===== config.mk =====
export PLATFORM = sky130hd
export DESIGN_NAME = sequence_store_insert_erase
export DESIGN_NICKNAME = d
export VERILOG_FILES = /design/src/hw/rtl/sqie_pkg.sv /design/src/hw/rtl/sqie_dp.sv /design/src/hw/rtl/sqie_ctrl.sv /design/src/hw/rtl/sequence_store_insert_erase.sv
export SDC_FILE = /design/constraint.sdc
export NUM_CORES = 2
export LEC_CHECK = 0
export BUFFER_PORTS_ARGS = -buffer_cell sky130_fd_sc_hd__buf_4
export CORE_MARGIN = 2
export CORE_UTILIZATION = 30
export DETAILED_ROUTE_END_ITERATION = 7
export GPL_TIMING_DRIVEN = 0
export MAX_ROUTING_LAYER = met4
export SYNTH_ARGS = -nofsm -noshare
export SYNTH_HDL_FRONTEND = slang
export SYNTH_SLANG_ARGS = --single-unit
export TNS_END_PERCENT = 10

===== constraint.sdc =====
create_clock -name clk -period 19.35 [get_ports clk]
set_input_delay 0 -clock clk [delete_from_list [all_inputs] [get_ports clk]]
set_output_delay 0 -clock clk [all_outputs]
set_load 0.02 [all_outputs]

===== src/hw/rtl/sqie_pkg.sv =====
`timescale 1ns / 1ps

package sqie_pkg;

  // Port widths of the item fields
  localparam int MODE_W   = 3;
  localparam int POS_W    = 7;
  localparam int VAL_W    = 32;
  localparam int STAT_W   = 2;
  localparam int COUNT_W  = 7;

  // Defaults for the top level parameters
  localparam int DEPTH_DEFAULT      = 64;
  localparam int DATA_WIDTH_DEFAULT = 32;

  // Request modes
  localparam logic [MODE_W-1:0] MODE_PUSH_BACK  = 3'd0;
  localparam logic [MODE_W-1:0] MODE_PUSH_FRONT = 3'd1;
  localparam logic [MODE_W-1:0] MODE_POP_BACK   = 3'd2;
  localparam logic [MODE_W-1:0] MODE_POP_FRONT  = 3'd3;
  localparam logic [MODE_W-1:0] MODE_INSERT     = 3'd4;
  localparam logic [MODE_W-1:0] MODE_ERASE      = 3'd5;
  localparam logic [MODE_W-1:0] MODE_READ       = 3'd6;
  localparam logic [MODE_W-1:0] MODE_CLEAR      = 3'd7;

  // Result status codes
  localparam logic [STAT_W-1:0] ST_OK    = 2'd0;
  localparam logic [STAT_W-1:0] ST_EMPTY = 2'd1;
  localparam logic [STAT_W-1:0] ST_RANGE = 2'd2;
  localparam logic [STAT_W-1:0] ST_FULL  = 2'd3;

  // Work the controller carries out for one item
  localparam int KIND_W = 3;
  localparam logic [KIND_W-1:0] KIND_NONE = 3'd0;
  localparam logic [KIND_W-1:0] KIND_INS  = 3'd1;
  localparam logic [KIND_W-1:0] KIND_ERA  = 3'd2;
  localparam logic [KIND_W-1:0] KIND_POPB = 3'd3;
  localparam logic [KIND_W-1:0] KIND_READ = 3'd4;
  localparam logic [KIND_W-1:0] KIND_CLR  = 3'd5;

  // Memory read address select
  localparam int RSEL_W = 3;
  localparam logic [RSEL_W-1:0] RSEL_PREV = 3'd0;
  localparam logic [RSEL_W-1:0] RSEL_NEXT = 3'd1;
  localparam logic [RSEL_W-1:0] RSEL_ZERO = 3'd2;
  localparam logic [RSEL_W-1:0] RSEL_LAST = 3'd3;
  localparam logic [RSEL_W-1:0] RSEL_POS  = 3'd4;

  // Controller to datapath
  typedef struct packed {
    logic              latch;
    logic              plan;
    logic              idx_dec;
    logic              idx_inc;
    logic [RSEL_W-1:0] rd_sel;
    logic              wr_shift;
    logic              wr_put;
    logic              cnt_inc;
    logic              cnt_dec;
    logic              cnt_clr;
    logic              cap_front;
    logic              cap_back;
    logic              cap_read;
    logic              load_out;
  } sqie_cmd_t;

  // Datapath to controller
  typedef struct packed {
    logic [KIND_W-1:0] kind;
    logic              up_done;
    logic              dn_done;
  } sqie_stat_t;

endpackage


===== src/hw/rtl/sqie_dp.sv =====
`timescale 1ns / 1ps

module sqie_dp #(
  parameter int DEPTH      = sqie_pkg::DEPTH_DEFAULT,
  parameter int DATA_WIDTH = sqie_pkg::DATA_WIDTH_DEFAULT
) (
  input  logic                        clk,
  input  logic                        rst,
  input  sqie_pkg::sqie_cmd_t         cmd,
  output sqie_pkg::sqie_stat_t        stat,
  input  logic [sqie_pkg::MODE_W-1:0] mode,
  input  logic [sqie_pkg::POS_W-1:0]  position,
  input  logic [sqie_pkg::VAL_W-1:0]  value,
  output logic [sqie_pkg::STAT_W-1:0] status,
  output logic [sqie_pkg::VAL_W-1:0]  read_value,
  output logic [sqie_pkg::COUNT_W-1:0] count,
  output logic [sqie_pkg::VAL_W-1:0]  front_value,
  output logic [sqie_pkg::VAL_W-1:0]  back_value
);

  localparam int ADDR_W = (DEPTH > 1) ? $clog2(DEPTH) : 1;
  localparam int CNT_W  = $clog2(DEPTH + 1);
  localparam int POS_W  = sqie_pkg::POS_W;
  localparam int CMP_W  = ((CNT_W > POS_W) ? CNT_W : POS_W) + 1;
  localparam int VW     = sqie_pkg::VAL_W;
  localparam int OCW    = sqie_pkg::COUNT_W;

  logic [sqie_pkg::MODE_W-1:0]   mode_q;
  logic [POS_W-1:0]              pos_in_q;
  logic [DATA_WIDTH-1:0]         val_q;
  logic [CNT_W-1:0]              cnt;
  logic [sqie_pkg::KIND_W-1:0]   kind_q;
  logic [sqie_pkg::STAT_W-1:0]   status_q;
  logic [CMP_W-1:0]              pos_q;
  logic [ADDR_W-1:0]             idx;
  logic [DATA_WIDTH-1:0]         mem [DEPTH];
  logic [DATA_WIDTH-1:0]         rdata;
  logic [DATA_WIDTH-1:0]         front_q;
  logic [DATA_WIDTH-1:0]         back_q;
  logic [DATA_WIDTH-1:0]         rd_q;

  logic [sqie_pkg::KIND_W-1:0]   plan_kind;
  logic [sqie_pkg::STAT_W-1:0]   plan_status;
  logic [CMP_W-1:0]              plan_pos;
  logic [CMP_W-1:0]              pos_w;
  logic [CMP_W-1:0]              cnt_w;
  logic                          full;
  logic                          empty;
  logic [ADDR_W-1:0]             rd_addr;
  logic                          wr_en;
  logic [ADDR_W-1:0]             wr_addr;
  logic [DATA_WIDTH-1:0]         wr_data;

  assign pos_w = CMP_W'(pos_in_q);
  assign cnt_w = CMP_W'(cnt);
  assign full  = (cnt_w == CMP_W'(DEPTH));
  assign empty = (cnt == '0);

  // Request decode against the current count
  always_comb begin
    plan_kind   = sqie_pkg::KIND_NONE;
    plan_status = sqie_pkg::ST_OK;
    plan_pos    = pos_w;
    case (mode_q)
      sqie_pkg::MODE_PUSH_BACK: begin
        plan_pos = cnt_w;
        if (full) plan_status = sqie_pkg::ST_FULL;
        else plan_kind = sqie_pkg::KIND_INS;
      end
      sqie_pkg::MODE_PUSH_FRONT: begin
        plan_pos = '0;
        if (full) plan_status = sqie_pkg::ST_FULL;
        else plan_kind = sqie_pkg::KIND_INS;
      end
      sqie_pkg::MODE_POP_BACK: begin
        if (empty) plan_status = sqie_pkg::ST_EMPTY;
        else plan_kind = sqie_pkg::KIND_POPB;
      end
      sqie_pkg::MODE_POP_FRONT: begin
        plan_pos = '0;
        if (empty) plan_status = sqie_pkg::ST_EMPTY;
        else plan_kind = sqie_pkg::KIND_ERA;
      end
      sqie_pkg::MODE_INSERT: begin
        if (pos_w > cnt_w) plan_status = sqie_pkg::ST_RANGE;
        else if (full) plan_status = sqie_pkg::ST_FULL;
        else plan_kind = sqie_pkg::KIND_INS;
      end
      sqie_pkg::MODE_ERASE: begin
        if (pos_w >= cnt_w) plan_status = sqie_pkg::ST_RANGE;
        else plan_kind = sqie_pkg::KIND_ERA;
      end
      sqie_pkg::MODE_READ: begin
        if (pos_w >= cnt_w) plan_status = sqie_pkg::ST_RANGE;
        else plan_kind = sqie_pkg::KIND_READ;
      end
      sqie_pkg::MODE_CLEAR: begin
        plan_kind = sqie_pkg::KIND_CLR;
      end
      default: begin
        plan_kind = sqie_pkg::KIND_NONE;
      end
    endcase
  end

  // Plan kind and loop end flags for the shift sequences
  assign stat.kind    = plan_kind;
  assign stat.up_done = (CMP_W'(idx) == pos_q);
  assign stat.dn_done = !((CMP_W'(idx) + CMP_W'(1)) < cnt_w);

  // Read address select
  always_comb begin
    case (cmd.rd_sel)
      sqie_pkg::RSEL_PREV: rd_addr = idx - ADDR_W'(1);
      sqie_pkg::RSEL_NEXT: rd_addr = idx + ADDR_W'(1);
      sqie_pkg::RSEL_ZERO: rd_addr = '0;
      sqie_pkg::RSEL_LAST: rd_addr = ADDR_W'(cnt - CNT_W'(1));
      sqie_pkg::RSEL_POS:  rd_addr = ADDR_W'(pos_q);
      default:             rd_addr = '0;
    endcase
  end

  // Write port: shifted word or the new word
  assign wr_en   = cmd.wr_shift | cmd.wr_put;
  assign wr_addr = cmd.wr_put ? ADDR_W'(pos_q) : idx;
  assign wr_data = cmd.wr_put ? val_q : rdata;

  // Entry memory, one write and one registered read per cycle
  always_ff @(posedge clk) begin
    if (wr_en) begin
      mem[wr_addr] <= wr_data;
    end
    rdata <= mem[rd_addr];
  end

  // Request and plan registers
  always_ff @(posedge clk) begin
    if (cmd.latch) begin
      mode_q   <= mode;
      pos_in_q <= position;
      val_q    <= DATA_WIDTH'(value);
    end
    if (cmd.plan) begin
      kind_q   <= plan_kind;
      status_q <= plan_status;
      pos_q    <= plan_pos;
    end
  end

  // Shift index
  always_ff @(posedge clk) begin
    if (cmd.plan) begin
      if (plan_kind == sqie_pkg::KIND_INS) idx <= ADDR_W'(cnt);
      else idx <= ADDR_W'(plan_pos);
    end else if (cmd.idx_dec) begin
      idx <= idx - ADDR_W'(1);
    end else if (cmd.idx_inc) begin
      idx <= idx + ADDR_W'(1);
    end
  end

  // Element count
  always_ff @(posedge clk) begin
    if (rst) begin
      cnt <= '0;
    end else if (cmd.cnt_clr) begin
      cnt <= '0;
    end else if (cmd.cnt_inc) begin
      cnt <= cnt + CNT_W'(1);
    end else if (cmd.cnt_dec) begin
      cnt <= cnt - CNT_W'(1);
    end
  end

  // Front, back and read word captures
  always_ff @(posedge clk) begin
    if (cmd.cap_front) front_q <= rdata;
    if (cmd.cap_back) back_q <= rdata;
    if (cmd.cap_read) rd_q <= (kind_q == sqie_pkg::KIND_READ) ? rdata : '0;
  end

  // Result register
  always_ff @(posedge clk) begin
    if (cmd.load_out) begin
      status      <= status_q;
      read_value  <= VW'(rd_q);
      count       <= OCW'(cnt);
      front_value <= empty ? '0 : VW'(front_q);
      back_value  <= empty ? '0 : VW'(back_q);
    end
  end

endmodule


===== src/hw/rtl/sqie_ctrl.sv =====
`timescale 1ns / 1ps

module sqie_ctrl (
  input  logic                 clk,
  input  logic                 rst,
  input  logic                 in_valid,
  output logic                 in_ready,
  output logic                 out_valid,
  input  logic                 out_ready,
  input  sqie_pkg::sqie_stat_t stat,
  output sqie_pkg::sqie_cmd_t  cmd
);

  localparam logic [3:0] S_IDLE  = 4'd0;
  localparam logic [3:0] S_PLAN  = 4'd1;
  localparam logic [3:0] S_UP_RD = 4'd2;
  localparam logic [3:0] S_UP_WR = 4'd3;
  localparam logic [3:0] S_PUT   = 4'd4;
  localparam logic [3:0] S_DN_RD = 4'd5;
  localparam logic [3:0] S_DN_WR = 4'd6;
  localparam logic [3:0] S_FRONT = 4'd7;
  localparam logic [3:0] S_BACK  = 4'd8;
  localparam logic [3:0] S_RDP   = 4'd9;
  localparam logic [3:0] S_RDD   = 4'd10;
  localparam logic [3:0] S_DONE  = 4'd11;

  logic [3:0] state;
  logic [3:0] state_next;

  assign in_ready = (state == S_IDLE);

  // Next state and commands
  always_comb begin
    state_next = state;
    cmd        = '0;
    cmd.rd_sel = sqie_pkg::RSEL_ZERO;
    case (state)
      S_IDLE: begin
        if (in_valid) begin
          cmd.latch  = 1'b1;
          state_next = S_PLAN;
        end
      end
      S_PLAN: begin
        cmd.plan = 1'b1;
        case (stat.kind)
          sqie_pkg::KIND_INS: state_next = S_UP_RD;
          sqie_pkg::KIND_ERA: state_next = S_DN_RD;
          sqie_pkg::KIND_POPB: begin
            cmd.cnt_dec = 1'b1;
            state_next  = S_FRONT;
          end
          sqie_pkg::KIND_CLR: begin
            cmd.cnt_clr = 1'b1;
            state_next  = S_FRONT;
          end
          default: state_next = S_FRONT;
        endcase
      end
      // open a gap: move entries up one place, top first
      S_UP_RD: begin
        if (stat.up_done) begin
          state_next = S_PUT;
        end else begin
          cmd.rd_sel = sqie_pkg::RSEL_PREV;
          state_next = S_UP_WR;
        end
      end
      S_UP_WR: begin
        cmd.wr_shift = 1'b1;
        cmd.idx_dec  = 1'b1;
        state_next   = S_UP_RD;
      end
      S_PUT: begin
        cmd.wr_put  = 1'b1;
        cmd.cnt_inc = 1'b1;
        state_next  = S_FRONT;
      end
      // close a gap: move entries down one place, bottom first
      S_DN_RD: begin
        if (stat.dn_done) begin
          cmd.cnt_dec = 1'b1;
          state_next  = S_FRONT;
        end else begin
          cmd.rd_sel = sqie_pkg::RSEL_NEXT;
          state_next = S_DN_WR;
        end
      end
      S_DN_WR: begin
        cmd.wr_shift = 1'b1;
        cmd.idx_inc  = 1'b1;
        state_next   = S_DN_RD;
      end
      // fetch front, back and read words
      S_FRONT: begin
        cmd.rd_sel = sqie_pkg::RSEL_ZERO;
        state_next = S_BACK;
      end
      S_BACK: begin
        cmd.cap_front = 1'b1;
        cmd.rd_sel    = sqie_pkg::RSEL_LAST;
        state_next    = S_RDP;
      end
      S_RDP: begin
        cmd.cap_back = 1'b1;
        cmd.rd_sel   = sqie_pkg::RSEL_POS;
        state_next   = S_RDD;
      end
      S_RDD: begin
        cmd.cap_read = 1'b1;
        state_next   = S_DONE;
      end
      S_DONE: begin
        if (!out_valid || out_ready) begin
          cmd.load_out = 1'b1;
          state_next   = S_IDLE;
        end
      end
      default: state_next = S_IDLE;
    endcase
  end

  always_ff @(posedge clk) begin
    if (rst) begin
      state <= S_IDLE;
    end else begin
      state <= state_next;
    end
  end

  // Result valid flag
  always_ff @(posedge clk) begin
    if (rst) begin
      out_valid <= 1'b0;
    end else if (cmd.load_out) begin
      out_valid <= 1'b1;
    end else if (out_ready) begin
      out_valid <= 1'b0;
    end
  end

endmodule


===== src/hw/rtl/sequence_store_insert_erase.sv =====
`timescale 1ns / 1ps

// Channel  Handshake            Fields
// in       in_valid / in_ready  mode, position, value
// out      out_valid/out_ready  status, read_value, count, front_value, back_value
//
// One item at a time. After acceptance the item is planned, then entries are
// shifted where needed for insert, erase and the pushes and pops, with one read
// and one write per moved entry, then the front, back and read words are fetched
// before the result is loaded. The result sits in an output register, so the next item is
// taken while it waits; that item then stalls until the register is free.
// Reset clears the count and the control state; the entry memory is not cleared.

module sequence_store_insert_erase #(
  parameter int DEPTH      = sqie_pkg::DEPTH_DEFAULT,
  parameter int DATA_WIDTH = sqie_pkg::DATA_WIDTH_DEFAULT
) (
  input  logic                         clk,
  input  logic                         rst,
  input  logic                         in_valid,
  output logic                         in_ready,
  input  logic [sqie_pkg::MODE_W-1:0]  mode,
  input  logic [sqie_pkg::POS_W-1:0]   position,
  input  logic [sqie_pkg::VAL_W-1:0]   value,
  output logic                         out_valid,
  input  logic                         out_ready,
  output logic [sqie_pkg::STAT_W-1:0]  status,
  output logic [sqie_pkg::VAL_W-1:0]   read_value,
  output logic [sqie_pkg::COUNT_W-1:0] count,
  output logic [sqie_pkg::VAL_W-1:0]   front_value,
  output logic [sqie_pkg::VAL_W-1:0]   back_value
);

  sqie_pkg::sqie_cmd_t  cmd;
  sqie_pkg::sqie_stat_t stat;

  sqie_ctrl u_ctrl (
    .clk       (clk),
    .rst       (rst),
    .in_valid  (in_valid),
    .in_ready  (in_ready),
    .out_valid (out_valid),
    .out_ready (out_ready),
    .stat      (stat),
    .cmd       (cmd)
  );

  sqie_dp #(
    .DEPTH      (DEPTH),
    .DATA_WIDTH (DATA_WIDTH)
  ) u_dp (
    .clk         (clk),
    .rst         (rst),
    .cmd         (cmd),
    .stat        (stat),
    .mode        (mode),
    .position    (position),
    .value       (value),
    .status      (status),
    .read_value  (read_value),
    .count       (count),
    .front_value (front_value),
    .back_value  (back_value)
  );

  // one item in flight: no acceptance right after an acceptance
  a_one_item: assert property (@(posedge clk) disable iff (rst)
    (in_valid && in_ready) |=> !in_ready)
    else $error("item accepted while another is in flight");

  // an empty status leaves the store empty
  a_empty_cnt: assert property (@(posedge clk) disable iff (rst)
    (out_valid && status == sqie_pkg::ST_EMPTY) |-> (count == '0))
    else $error("empty status with nonzero count");

  // a read word only comes with an ok status
  a_read_ok: assert property (@(posedge clk) disable iff (rst)
    (out_valid && read_value != '0) |-> (status == sqie_pkg::ST_OK))
    else $error("read word on a refused item");

endmodule

==> metrics.yaml <==
logic_synthesis:
  synth_top_family_by_area: "simple AND/OR/NAND/NOR gates"
  synth_edf_count: 2309
  avgSynthCellArea_um2: 15.01
  synth_xor_area_frac: 0.002282
  ys_warn_count: 0
  synth.area.top_cells: "edfxtp_1 (75%), nand2_1 (5.5%), nand3_1 (3.8%)"
  yosysTopAreaCellShare: 0.7527
  synth_fa_ha_area_frac: 0.002309
  yosysSeqAreaShare: 0.7623
  synth-simple-area-share: 0.1116
  async_reset_ff_frac: 0
  netlist_instances: 6138
  yosys.cell_types.count: 68
  synth-main-ff-cell: "edfxtp_1"
  netlist_area_mm2: 0.09212
  synthMuxAreaShare: 0.04264
  yosysTopAreaCell: "edfxtp_1"
  ys_ff_latch: 2353
  synth-compound-area-share: 0.05290
  synth_nets: 6201
cts:
  cts_sinks: 2353
  numCtsBuffers: 236
  cts_buffer_depth: 3
  clkLatencyLatePin_ns: 0.89
  clk_pin_slew_ns: 0.06
  root_buffer: "clkbuf_16"
  cts_resized: 0
  post_cts_buffers: 0
  cts_tree: "done"
  h-tree-depth: 4
sta:
  finalSetupTns_ns: 0
  setup_viol: 0
  slew_headroom: 0.1695
  tightest_slew_ns: 1.246
  fin_crit_sh: 0.3288
  fin_ws_ns: 12.99
  clock.fmax_ghz: 0.1572
  finalCriticalPeriod_ns: 6.362
  drv_slew: 0
  hold_violations: 0
  fin_skew_ns: 0.03840
  rsz0062_at_grt: "false"
route:
  drt_pass1_iterations: 8
  wl_per_cell_um: 25.17
  vias_per_cell: 5.083
  routed_wl_mm: 277.6
  vias: 56060
  drt_iter0_markers: 7635
  drc: 0
  detail-route-antenna-nets: 0
placement:
  dp_hpwl_mm: 189.8
  io_buffers: 152
  place.gp.congestion: 0.9700
  dp_slack_ns: 13.09
layout:
  utilization: 0.3592
  nets: 6781
  syn_to_final_growth_pct: 19.15
  drive_above_1_share: 0.1556
  seq_area_mm2: 0.07022
  nFillCells: 28560
  multi_input_area_mm2: 0.02023
global_routing:
  grt_pass1_vias: 54390
  grt_pass1_wl_mm: 390.9
  track_usage: 0.1792
  overflow: 0
  grt_max_degree: 65
  antenna_found_initial: 16
die:
  dieWidth_um: 558.1
  io_pins: 153
  core_area_mm2: 0.3056
  fp-row-count: 203
  die_h_um: 558.1
  initial_utilization: 0.3015
  dieArea_mm2: 0.3115
critical_path:
  rr_worst_depth: 18
  arrival_ns: 7.04
  r2r-end: "u_dp.rdata[14]$_DFF_P_"
  cp_max_fo: 10
  reg2reg_slack_ns: 12.99
  critPathCapture: "u_dp.rdata[14]$_DFF_P_"
  r2r_start: "u_dp.idx[2]$_DFFE_PP_"
  worst_setup_path_start_kind: "flop"
  worstSetupStartpoint: "u_dp.idx[2]$_DFFE_PP_"
  critPathRequiredTime_ns: 20.03
  worstSetupPathType: "flop to flop"
  end_kind: "flop"
power_and_ir_drop:
  p_int_mw: 10.52
  combPwrFrac: 0.341
  p_switching_mw: 6.417
  p_sw_frac: 0.3788
  clockPowerShare: 0.263
  total_power_mw: 16.94
  ir_worst_vdd_mv: 0.1533
  powerDensity_mw_per_mm2: 154.3
  pwr-share-seq: 0.396
  power.leakage_nw: 36.49
min_path:
  hold_path_class: "input pin to flop"
run_status:
  status: "complete, no violations"
flow_run:
  cap_violations: 0
## worst min path at each step
stage | endpoint | depth (start not counted) | slack (ns) | from
floorplan | u_ctrl.out_valid$_SDFFE_PP0P_ | 1 | 0.07 | rst
global placement | u_dp.pos_in_q[6]$_DFFE_PP_ | 1 | 0.18 | position[6]
detailed placement | u_dp.mode_q[2]$_DFFE_PP_ | 1 | 0.18 | mode[2]
CTS | u_dp.cnt[2]$_SDFFE_PP0P_ | 4 | 0.03 | rst
global route | u_dp.cnt[4]$_SDFFE_PP0P_ | 4 | 0.09 | rst
finish | u_dp.cnt[2]$_SDFFE_PP0P_ | 4 | 0.09 | rst
## registers in the layout (all words and copies together) (netlist names), 32 cells and up
register,cells
u_dp.front_q,32
u_dp.mem,2048
u_dp.rdata,32
u_dp.back_value,32
u_dp.front_value,32
u_dp.read_value,32
u_dp.val_q,32
u_dp.back_q,32
u_dp.rd_q,32
## metrics by stage
step	cell area (µm²)	hold slack, ns	std cells
floorplan	92120	0.06907	6138
global placement	98390	0.1795	10390
detailed placement	101400	0.1797	10490
CTS	109700	0.03304	11020
global route	109800	0.08710	11030
finish	109800	0.08911	11030
## cells in the final DEF (no fill, tap or decap), types with 19 or more instances in the layout
master         synthesis  routed
edfxtp_1            2309    2309
nand2_1             1343    1311
nand3_1              696     696
a21oi_1              346     346
clkbuf_16              0     238
buf_4                 46     200
a22oi_1              198     198
clkbuf_1             141     189
mux4_2               126     126
buf_2                104     104
and2_1               103     102
mux2i_1              101     101
dlygate4sd3_1          0      89
buf_6                 64      69
nor2_4                 1      66
clkinv_1               1      63
a22o_1                62      62
nor2_1               123      57
buf_12                 0      52
clkinv_2               0      45
dfxtp_1               44      44
buf_16                 0      41
nand4_1               38      38
a32oi_1               32      32
nand2_4                0      26
inv_1                 23      23
o21ai_0               23      23
buf_1                 20      20
o211ai_1              19      19
bufinv_16              0      19
## routing by layer
metal / share of wire / global-route usage / vias to the layer above
met5: 0 / - / -
met4: 0.039 / 0.06565 / 0
met3: 0.098 / 0.04143 / 427
met2: 0.47 / 0.2787 / 2675
met1: 0.39 / 0.2282 / 28610
li1: - / - / 24340
## timing repair
item / in CTS / in global routing
endpoints found under the setup margin: 0 / 0
endpoints found under the hold margin: 110 / 0
hold buffers: 89 / 0
## critical path, stage by stage (launching register included)
cell      delay (ns)
edfxtp_1        0.48
clkbuf_1        0.45
nand3_1         0.20
xor2_1          0.38
inv_1           0.09
ha_1            0.28
nand3_1         0.10
a311oi_1        0.07
or3_1           0.37
buf_2           0.17
mux2_2          0.35
nand2_2         0.25
buf_2           0.41
buf_2           0.38
mux4_2          0.36
a22oi_1         0.43
a21oi_1         0.28
a21oi_1         0.81
o211ai_2        0.25
## power by group through the flow
stage / clock network [mW] / registers (mW) / logic (mW)
CTS: 4.49 / 6.70 / 5.68
global placement: 0 / 6.97 / 5.34
finish: 4.45 / 6.71 / 5.78
global route: 4.70 / 6.71 / 6.05
floorplan: 0 / 6.75 / 2.90
detailed placement: 0 / 6.81 / 5.65
## synth_stat cells, drive strengths merged (3+ instances only)
library cell  number
a21o               4
a21oi            346
a22o              63
a22oi            199
a31o               3
a31oi              9
a32oi             32
and2             103
and3               3
buf              241
clkbuf           142
dfxtp             44
edfxtp          2309
ha                17
inv               23
mux2               7
mux2i            101
mux4             126
nand2           1344
nand2b            14
nand3            696
nand3b             7
nand4             38
nor2             126
nor2b              3
nor3              13
nor3b              4
o211ai            37
o21ai             24
o22a               4
o31ai              3
or3                6
xnor2             16
xor2               8
## area by class of cell
class | count | area share
diodes | 9 | 0.0002052
inverters | 24 | 0.0008208
plain buffers | 383 | 0.02099
clock buffers | 286 | 0.05590
well taps | 4100 | 0.04674
repair buffers | 342 | 0.03907
flip-flops and latches | 2353 | 0.6397
clock inverters | 154 | 0.01222
multi-input cells | 3378 | 0.1843
## logic make-up after synthesis
logic type,Yosys count
compound gates,739
xor+xnor,24
fa+ha+maj,17
buf+inv,407
flops,2353
mux,234
simple gates,2364
Power figures use the tool's default switching activity.
